<file path="src/design/tpba_pkg.sv">
// Shared types, codes and constants for the two-pool bitmap slot allocator.
package tpba_pkg;

  localparam int SLOT_W     = 3;
  localparam int MARK_W     = 4;
  localparam int MARK_DEPTH = 16;
  localparam int OFFSET_W   = 9;

  localparam int DEF_SMALL_SLOTS = 8;
  localparam int DEF_LARGE_SLOTS = 8;
  localparam int DEF_SMALL_BYTES = 16;
  localparam int DEF_LARGE_BYTES = 32;

  localparam logic CMD_ALLOC  = 1'b0;
  localparam logic CMD_FREE   = 1'b1;
  localparam logic SIZE_SMALL = 1'b0;
  localparam logic SIZE_LARGE = 1'b1;

  typedef struct packed {
    logic              command;
    logic              size_class;
    logic [SLOT_W-1:0] slot;
  } req_t;

  typedef struct packed {
    logic                granted;
    logic [SLOT_W-1:0]   slot_out;
    logic                from_other_pool;
    logic [OFFSET_W-1:0] byte_offset;
  } rsp_t;

endpackage

</file>
<file path="src/design/tpba_lowest.sv">
// Priority encoder: index of the lowest set bit of a free vector.
module tpba_lowest import tpba_pkg::*; #(
  parameter int N = DEF_SMALL_SLOTS
) (
  input  logic [N-1:0]      free,
  output logic              found,
  output logic [SLOT_W-1:0] idx
);

  always_comb begin
    found = 1'b0;
    idx   = '0;
    for (int i = N - 1; i >= 0; i--) begin
      if (free[i]) begin
        found = 1'b1;
        idx   = SLOT_W'(i);
      end
    end
  end

endmodule

</file>
<file path="src/design/two_pool_bitmap_slot_allocator.sv">
// Top level: request register, bitmap/mark update logic and result register.
//
// One transaction is accepted at every clock edge where start is high; busy
// is always low. Each transaction yields exactly one result, presented on rsp
// with done high for one cycle once it has gone through the request register
// and then the result register. Every transaction takes one pass through the
// priority encoders over the occupancy maps, so the block sustains one
// transaction per cycle. The receiver cannot stall the result.
module two_pool_bitmap_slot_allocator import tpba_pkg::*; #(
  parameter int SMALL_SLOTS = DEF_SMALL_SLOTS,
  parameter int LARGE_SLOTS = DEF_LARGE_SLOTS,
  parameter int SMALL_BYTES = DEF_SMALL_BYTES,
  parameter int LARGE_BYTES = DEF_LARGE_BYTES
) (
  input  logic clk,
  input  logic rst,
  input  logic start,
  output logic busy,
  input  req_t req,
  output logic done,
  output rsp_t rsp
);

  localparam logic [MARK_W-1:0] MarkBase   = MARK_W'(SMALL_SLOTS);
  localparam logic [31:0]       SmallBytes = 32'(SMALL_BYTES);
  localparam logic [31:0]       LargeBytes = 32'(LARGE_BYTES);
  localparam logic [31:0]       LargeBase  = 32'(SMALL_SLOTS * SMALL_BYTES);

  logic                   in_valid;
  req_t                   in_q;
  logic [SMALL_SLOTS-1:0] small_occ, small_next;
  logic [LARGE_SLOTS-1:0] large_occ, large_next;
  logic [MARK_DEPTH-1:0]  marks, marks_next;
  rsp_t                   rsp_next;

  logic                   small_found, large_found, pair_found;
  logic [SLOT_W-1:0]      small_idx, large_idx, pair_idx;
  logic [SMALL_SLOTS-2:0] pair_free;

  assign busy      = 1'b0;
  assign pair_free = ~small_occ[SMALL_SLOTS-2:0] & ~small_occ[SMALL_SLOTS-1:1];

  tpba_lowest #(.N(SMALL_SLOTS)) u_small (
    .free (~small_occ),
    .found(small_found),
    .idx  (small_idx)
  );

  tpba_lowest #(.N(LARGE_SLOTS)) u_large (
    .free (~large_occ),
    .found(large_found),
    .idx  (large_idx)
  );

  tpba_lowest #(.N(SMALL_SLOTS - 1)) u_pair (
    .free (pair_free),
    .found(pair_found),
    .idx  (pair_idx)
  );

  always_comb begin
    logic [MARK_W-1:0] small_mi;
    logic [MARK_W-1:0] large_mi;
    logic              mark;

    small_next = small_occ;
    large_next = large_occ;
    marks_next = marks;
    rsp_next   = '0;
    small_mi   = {1'b0, in_q.slot};
    large_mi   = MarkBase + {1'b0, in_q.slot};
    mark       = 1'b0;

    if (in_valid) begin
      if (in_q.command == CMD_FREE) begin
        rsp_next.granted  = 1'b1;
        rsp_next.slot_out = in_q.slot;
        if (in_q.size_class == SIZE_SMALL) begin
          mark = marks[small_mi];
          if (!mark) begin
            for (int i = 0; i < SMALL_SLOTS; i++) begin
              if (int'(in_q.slot) == i) small_next[i] = 1'b0;
            end
          end else begin
            for (int i = 0; i < LARGE_SLOTS; i++) begin
              if (int'(in_q.slot) == i) large_next[i] = 1'b0;
            end
            marks_next[small_mi] = 1'b0;
          end
        end else begin
          mark = marks[large_mi];
          if (!mark) begin
            for (int i = 0; i < LARGE_SLOTS; i++) begin
              if (int'(in_q.slot) == i) large_next[i] = 1'b0;
            end
          end else begin
            for (int i = 0; i < SMALL_SLOTS; i++) begin
              if (int'(in_q.slot) == i || int'(in_q.slot) + 1 == i) small_next[i] = 1'b0;
            end
            marks_next[large_mi] = 1'b0;
          end
        end
        rsp_next.from_other_pool = mark;
      end else if (in_q.size_class == SIZE_SMALL) begin
        if (small_found) begin
          small_next[small_idx]          = 1'b1;
          marks_next[{1'b0, small_idx}]  = 1'b0;
          rsp_next.granted               = 1'b1;
          rsp_next.slot_out              = small_idx;
          rsp_next.byte_offset           = OFFSET_W'(SmallBytes * 32'(small_idx));
        end else if (large_found) begin
          large_next[large_idx]          = 1'b1;
          marks_next[{1'b0, large_idx}]  = 1'b1;
          rsp_next.granted               = 1'b1;
          rsp_next.from_other_pool       = 1'b1;
          rsp_next.slot_out              = large_idx;
          rsp_next.byte_offset           =
            OFFSET_W'(LargeBase + LargeBytes * 32'(large_idx));
        end
      end else begin
        if (large_found) begin
          large_next[large_idx]                  = 1'b1;
          marks_next[MarkBase + {1'b0, large_idx}] = 1'b0;
          rsp_next.granted                       = 1'b1;
          rsp_next.slot_out                      = large_idx;
          rsp_next.byte_offset                   =
            OFFSET_W'(LargeBase + LargeBytes * 32'(large_idx));
        end else if (pair_found) begin
          for (int i = 0; i < SMALL_SLOTS; i++) begin
            if (int'(pair_idx) == i || int'(pair_idx) + 1 == i) small_next[i] = 1'b1;
          end
          marks_next[MarkBase + {1'b0, pair_idx}] = 1'b1;
          rsp_next.granted                        = 1'b1;
          rsp_next.from_other_pool                = 1'b1;
          rsp_next.slot_out                       = pair_idx;
          rsp_next.byte_offset                    = OFFSET_W'(SmallBytes * 32'(pair_idx));
        end
      end
    end
  end

  always_ff @(posedge clk) begin
    if (rst) begin
      in_valid  <= 1'b0;
      done      <= 1'b0;
      small_occ <= '0;
      large_occ <= '0;
      marks     <= '0;
    end else begin
      in_valid  <= start && !busy;
      done      <= in_valid;
      small_occ <= small_next;
      large_occ <= large_next;
      marks     <= marks_next;
    end
  end

  always_ff @(posedge clk) begin
    in_q <= req;
    rsp  <= rsp_next;
  end

`ifndef SYNTHESIS
  a_latency: assert property (@(posedge clk) disable iff (rst)
    start && !busy |-> ##2 done)
    else $error("accepted transaction did not complete two cycles later");

  a_small_grow: assert property (@(posedge clk) disable iff (rst)
    in_valid && in_q.command == CMD_ALLOC && in_q.size_class == SIZE_SMALL && small_found
    |=> $countones(small_occ) == $past($countones(small_occ)) + 1)
    else $error("small allocation did not take exactly one small slot");

  a_refused_clean: assert property (@(posedge clk) disable iff (rst)
    done && !rsp.granted |-> rsp.slot_out == '0 && rsp.byte_offset == '0 &&
    !rsp.from_other_pool)
    else $error("refused allocation carries non-zero fields");

  a_refused_stable: assert property (@(posedge clk) disable iff (rst)
    in_valid && in_q.command == CMD_ALLOC && !rsp_next.granted
    |=> $stable(small_occ) && $stable(large_occ) && $stable(marks))
    else $error("refused allocation changed allocator state");
`endif

endmodule

</file>
<file path="config.mk">
export PLATFORM = sky130hd
export DESIGN_NAME = two_pool_bitmap_slot_allocator
export DESIGN_NICKNAME = d
export VERILOG_FILES = /design/src/design/tpba_pkg.sv /design/src/design/tpba_lowest.sv /design/src/design/two_pool_bitmap_slot_allocator.sv
export SDC_FILE = /design/constraint.sdc
export NUM_CORES = 1
export LEC_CHECK = 0
export BUFFER_PORTS_ARGS = -buffer_cell sky130_fd_sc_hd__buf_4
export CAP_MARGIN = 5
export CELL_PAD_IN_SITES_DETAIL_PLACEMENT = 1
export CELL_PAD_IN_SITES_GLOBAL_PLACEMENT = 1
export CORE_UTILIZATION = 47
export CTS_BUF_LIST = sky130_fd_sc_hd__clkbuf_4 sky130_fd_sc_hd__clkbuf_8
export DETAILED_ROUTE_END_ITERATION = 8
export HOLD_SLACK_MARGIN = 0.08
export PLACE_DENSITY = 0.91
export SYNTH_ARGS = -nofsm -noshare
export SYNTH_HDL_FRONTEND = slang
export SYNTH_SLANG_ARGS = --single-unit
export TNS_END_PERCENT = 30
</file>
<file path="constraint.sdc">
create_clock -name clk -period 2.3 [get_ports clk]
set_input_delay 0.23 -clock clk [delete_from_list [all_inputs] [get_ports clk]]
set_output_delay 0.23 -clock clk [all_outputs]
set_load 0.01 [all_outputs]
</file>
==> out/metrics.csv, run 1 <==
metric,value,unit
crit-path max FO,9,
I/O pin total,24,
Worst-Margin Slew,0.6351,ns
logic gate share of total power,17.9,%
Final nets,460,
Worst-Skew Late Latency,0.33,ns
Max Cap Viol,0,
GRT overflow,0,
violated checks,design-rule violations,
Via density,7.354,
final hold vios,0,
die width,84.85,µm
synth-to-layout area growth,15.83,%
CTS root buffer,clkbuf_8,
"EDFF count, synth",0,
Avg Inst Size Synth,7.773,µm²
max-slew violations,0,
Fmax,449.9,MHz
share of layout cells above drive strength 1,19.96,%
first-pass GRT wire length,22370,µm
WP data arrival,2.44,ns
crit-path cells,buf_4 -> mux2i_1 -> a22o_1 -> nor3_1 -> o21a_2 -> o21ai_0 -> a32o_1,
final setup margin,0.07748,ns
postcts setup bufs,0,
YS warnings,0,
CTS buffer count,5,
Setup crit end kind,register,
clk buf depth,2,
CP Launch Type,register,
H-tree depth,2,
"Buf+Inv Stages, Crit Path",1,
asr flop ratio synth,0,%
Sw Ratio,31.49,%
Post-Syn Area,0.003226,mm²
clock skew,0.02174,ns
die area,0.007199,mm²
maximum VDD drop,281.0,µV
unrepaired setup endpoints after global routing,no,
Clk pwr share,31.4,%
Post-synth top cells,"dfxtp_1 (49), nand2_1 (44), a21oi_1 (34), o21ai_0 (31), nor2_1 (30)",
"Seq/Total Area, Yosys",30.41,%
final period utilization,96.63,%
leakage,1.295,nW
outcome,"finished, violations left",
Main synth FF type,dfxtp_1,
Detail Placement HPWL,9793,µm
core box area,0.006495,mm²
starting density of the core,49.66,%
initial antenna violation count,0,
Hold Slack,0.1271,ns
DRT Pass-1 Iters,8,
largest net degree at the start of global routing,30,
total track usage,40.89,%
number of global-route vias before repair,3948,
Netlist cell types,73,
CP max-delay cell,dfxtp_2,
Final min period,2.223,ns
kind of critical path,register to register,
routed vias,3883,
GPL Wtd Cong,1.035,
switching power,550.8,µW
Final Setup Violations,0,
IO Port Bufs,18,
register bit total from synthesis,49,
Sequential Power Share,50.7,%
P_int,1.199,mW
CTS sink cnt,49,
"Reg clk slew, reported paths",0.09,ns
row cnt,29,
largest area contributor in the netlist,dfxtp_1,
most numerous cell in the Yosys netlist,dfxtp_1,
synth top area cells,"dfxtp_1 (30%), a21oi_1 (5.3%), nand2_1 (5.1%)",
PwrDens,468.2,mW/mm²
Syn Inst Count,415,
DRT Wirelength,14090,µm
DRT iter0 DRCs,779,
"worst slack, placed",-0.02129,ns
Die H,84.85,µm
Post-Layout Cell Count,528,
Hold Crit Class,primary input to register,
CTS tree,built,
antenna-violating nets left,0,
Crit path required time,2.52,ns
post-layout util,57.52,%
setup tns final,0,ns
routed len/inst,26.69,µm
critical path's top delay family,compound AO/OA/AOI/OAI gates,
DRC viols,2,
share of the synthesized area in the top cell type,30.41,%
# diodes,0,
max_slew headroom,57.34,%
Post-Place Cells,515,
CP peak stage delay,0.44,ns
-- cell families after synthesis --
family / Yosys count / share of synthesized area, %
AO/OA/AOI/OAI: 167 / 38.25
AND/OR/NAND/NOR: 138 / 21.22
buffers and inverters: 52 / 7.331
flip-flops: 49 / 30.41
multiplexers: 6 / 1.901
adder cells (fa/ha/maj): 2 / 0.7757
other: 1 / 0.1163
-- worst paths after layout --
kind                            cells after the start  slack [ns]                endpoint                   start
worst max-delay path                                7        0.08   marks[0]$_SDFFE_PP0P_         in_q[1]$_DFF_P_
worst min-delay path                                2        0.13     in_valid$_SDFF_PP0_                   start
worst min register to register                      2        0.52  marks[11]$_SDFFE_PP0P_  marks[11]$_SDFFE_PP0P_
worst max register to register                      7        0.08   marks[0]$_SDFFE_PP0P_         in_q[1]$_DFF_P_
-- through the flow --
stage | power, mW | instance area [µm²]
4_1_cts | 1.728 | 3716
3_3_place_gp | 1.172 | 3573
6_report | 1.749 | 3736
2_1_floorplan | 1.082 | 3241
3_5_place_dp | 1.184 | 3573
5_1_grt | 1.801 | 3736
-- registers in the layout (all words and copies together) (netlist names) --
signal / flops
in_q: 5
in_valid: 1
rsp: 10
small_occ: 8
done: 1
large_occ: 8
marks: 16
-- repair_timing --
action / in CTS / in global routing
hold endpoints to repair: 5 / 0
hold buffers: 5 / 0
endpoints found under the setup margin: 4 / 12
gates resized for setup: 1 / 7
-- power groups by stage --
stage                     Sequential [mW]  Clock [mW]  Combinational [mW]
after floorplan                     0.891           0               0.191
after CTS                           0.884       0.548               0.296
final                               0.886       0.549               0.313
after detailed placement            0.904           0               0.280
after global placement              0.902           0               0.270
after global routing                0.888       0.588               0.325
-- per-layer routing --
metal,global-route usage [%],wire (µm),vias to the layer above,part of all wire [%]
met5,0,0,-,0
li1,-,-,1617,-
met3,12.06,1713,99,12
met4,27.43,1032,0,7.3
met1,48.88,5134,1797,36
met2,63.78,6212,370,44
-- final cells by class --
cell class,instances,area (µm²)
clock buffer,6,76.32
clock inverter,2,15.01
fill,795,2759
inverter,16,60.06
multi-input combinational,318,2042
sequential,49,983.4
tap,77,96.34
timing repair buffer,60,462.9
-- cell usage in the layout, fill, tap and decap left out, types with 4 or more instances in the layout --
| cell type | count |
|---|---|
| a311oi_1 | 7 |
| a22o_1 | 4 |
| conb_1 | 5 |
| nand4_1 | 7 |
| nor2_1 | 30 |
| a21o_1 | 4 |
| mux2i_1 | 4 |
| dlygate4sd3_1 | 5 |
| nor3_1 | 14 |
| nor3b_1 | 5 |
| a32o_1 | 10 |
| o31ai_1 | 6 |
| buf_4 | 55 |
| o211ai_1 | 6 |
| o21ai_0 | 31 |
| a21oi_1 | 34 |
| nand3_1 | 7 |
| nand2_1 | 44 |
| a31oi_1 | 8 |
| inv_1 | 14 |
| nor2b_1 | 7 |
| clkbuf_8 | 5 |
| nand2b_1 | 5 |
| and2_1 | 4 |
| dfxtp_1 | 47 |
| a211oi_1 | 10 |
No activity file was read; power rests on OpenSTA's default activity.
==> inputs of run 2 (changes only) <==
--- a/config.mk
+++ b/config.mk
@@ -9,11 +9,12 @@
 export CAP_MARGIN = 5
 export CELL_PAD_IN_SITES_DETAIL_PLACEMENT = 1
 export CELL_PAD_IN_SITES_GLOBAL_PLACEMENT = 1
-export CORE_UTILIZATION = 47
+export CORE_UTILIZATION = 43
 export CTS_BUF_LIST = sky130_fd_sc_hd__clkbuf_4 sky130_fd_sc_hd__clkbuf_8
 export DETAILED_ROUTE_END_ITERATION = 8
 export HOLD_SLACK_MARGIN = 0.08
-export PLACE_DENSITY = 0.91
+export PLACE_DENSITY = 0.85
+export RECOVER_POWER = 100
 export SYNTH_ARGS = -nofsm -noshare
 export SYNTH_HDL_FRONTEND = slang
 export SYNTH_SLANG_ARGS = --single-unit
==> run 2 against run 1 <==
The flow now finishes without violations. Sequential share of layout area rose by 0.13 points. Critical path depth is the same. Count of clock-buffer cells in the layout did not move. Fmax down 1.7%. Critical endpoint is now rsp[9]$_SDFF_PN0_. Power rose by 5.2%. Clock power increased by 19%. Utilization fell by 6.2 points. Worst setup slack got worse by 0.038 ns. Combinational power fell by 4%. First-iteration DRC count is 49% lower. Non-clock buffer count up 2. Largest cell class unchanged.
==> out/metrics.csv, run 2 (synthesized netlist as in run 1, its figures left out) <==
metric,value,unit,change
outcome,completed,,
synth-to-layout area growth,15.40,%,
WP data arrival,2.47,ns,+0.03 ns
PwrDens,494.6,mW/mm²,+5.6%
first-pass GRT wire length,19800,µm,-11%
CP Launch Type,register,,
Power Total,1.841,mW,+5.2%
Largest Register,marks,,
"commonest non-fill, non-tap cell in the layout",dfxtp_1,,
CTS root buffer,clkbuf_8,,
Worst-Skew Late Latency,0.31,ns,-0.02 ns
max_slew headroom,55.84,%,-1.5 points
Die H,88.61,µm,+4.4%
max-slew violations,0,,unchanged
GRT overflow,0,,unchanged
largest net degree at the start of global routing,30,,unchanged
Worst-Margin Slew,0.6609,ns,+0.02583 ns
DRT iter0 DRCs,396,,-49%
DRT Pass-1 Iters,4,,-4
antenna-violating nets left,0,,unchanged
Max Cap Viol,0,,unchanged
Final Setup Violations,0,,unchanged
row cnt,31,,+6.9%
initial antenna violation count,0,,unchanged
die width,88.61,µm,+4.4%
"commonest cells after routing, fill and taps aside","dfxtp_1 (46), nand2_1 (44), buf_4 (37)",,
Crit path required time,2.51,ns,about the same
Post-Place Cells,537,,+4.3%
"Reg clk slew, reported paths",0.10,ns,about the same
crit-path cells,a21oi_1 -> nor4_2 -> buf_4 -> nor2_1 -> a21oi_1 -> o22ai_1 -> o21a_1,,
number of global-route vias before repair,3547,,-10%
Setup crit end kind,register,,
Final min period,2.260,ns,+0.03757 ns
routed vias,3605,,-7.2%
Fmax,442.5,MHz,-1.7%
GPL Wtd Cong,0.9623,,-7.0%
total track usage,34.27,%,-6.6 points
Via density,6.531,,-11%
Final nets,462,,+0.43%
CTS tree,built,,
CP max-delay cell,dfxtp_1,,
kind of critical path,register to register,,
leakage,1.261,nW,-2.7%
Detail Placement HPWL,9921,µm,+1.3%
die area,0.007852,mm²,+9.1%
H-tree depth,2,,unchanged
final period utilization,98.26,%,+1.6 points
Hold Crit Class,primary input to register,,
"Buf+Inv Stages, Crit Path",1,,unchanged
CP peak stage delay,0.58,ns,+0.14 ns
CP dominant cell by count,a21oi_1,,
starting density of the core,44.47,%,-5.2 points
CTS sink cnt,49,,unchanged
maximum VDD drop,248.2,µV,-12%
DRC viols,0,,-2
routed len/inst,23.32,µm,-13%
max FFs per register,16,,unchanged
DRT Wirelength,12870,µm,-8.7%
clock skew,0.004958,ns,-0.01678 ns
CTS buffer count,5,,unchanged
setup tns final,0,ns,unchanged
I/O pin total,24,,unchanged
unrepaired setup endpoints after global routing,no,,
IO Port Bufs,18,,unchanged
core box area,0.007253,mm²,+12%
clk buf depth,2,,unchanged
final hold vios,0,,unchanged
critical path's top delay family,compound AO/OA/AOI/OAI gates,,
Regs by FF count,"marks: 16 flops, rsp: 10 flops",,
# diodes,0,,unchanged
share of layout cells above drive strength 1,16.34,%,-3.6 points
crit-path max FO,10,,+1
Post-Layout Cell Count,552,,+4.5%
==> run 2: timing repair <==
item / CTS / global route
setup endpoints to repair: 1 / 11
hold buffers: 5 / 0
pin swaps: 0 / 2
resized for setup: 1 / 7
endpoints found under the hold margin: 5 / 0
setup buffers: 0 / 2
==> run 2: path summary, 6_finish.rpt <==
kind	from	end	slack, ns	cells after the start
setup reg to reg	small_occ[1]$_SDFFE_PP0P_	rsp[9]$_SDFF_PN0_	0.04	7
setup / recovery	small_occ[1]$_SDFFE_PP0P_	rsp[9]$_SDFF_PN0_	0.04	7
hold reg to reg	marks[15]$_SDFFE_PP0P_	marks[15]$_SDFFE_PP0P_	0.52	1
hold / removal	start	in_valid$_SDFF_PP0_	0.14	2
==> run 2: layout make-up <==
type | count | area (µm²)
clock buffers | 6 | 76.32
clock inverters | 2 | 38.79
fillers | 935 | 3531
inverters | 16 | 60.06
multi-input cells | 318 | 2017
flip-flops and latches | 49 | 984.7
well taps | 99 | 123.9
repair buffers | 62 | 421.7
==> run 2: routing by layer <==
metal / share of wire [%] / track usage, % / wire length [µm] / up-vias
met4: 3.8 / 15.25 / 492 / 0
li1: - / - / - / 1622
met3: 7.7 / 4.198 / 988 / 37
met1: 42 / 46.31 / 5409 / 1755
met2: 46 / 54.76 / 5981 / 191
met5: 0 / 0 / 0 / -
==> run 2: stage by stage <==
step	utilization, %	instance area, µm²	hold WS (ns)	setup WS [ns]
after global placement	49.65	3601	0.3347	0.1078
final	51.32	3722	0.1419	0.03991
after CTS	51.94	3767	0.1592	0.03394
after floorplan	-	3241	0.2577	0.3951
after global routing	51.32	3722	0.1446	0.01216
after detailed placement	49.65	3601	0.3359	0.01951
==> run 2: power breakdown <==
group          internal, mW  leakage [nW]  switching [mW]
clock                 0.339        0.0588           0.317
combinational         0.107         0.803           0.193
sequential            0.863         0.399          0.0221
total                  1.31          1.26           0.532
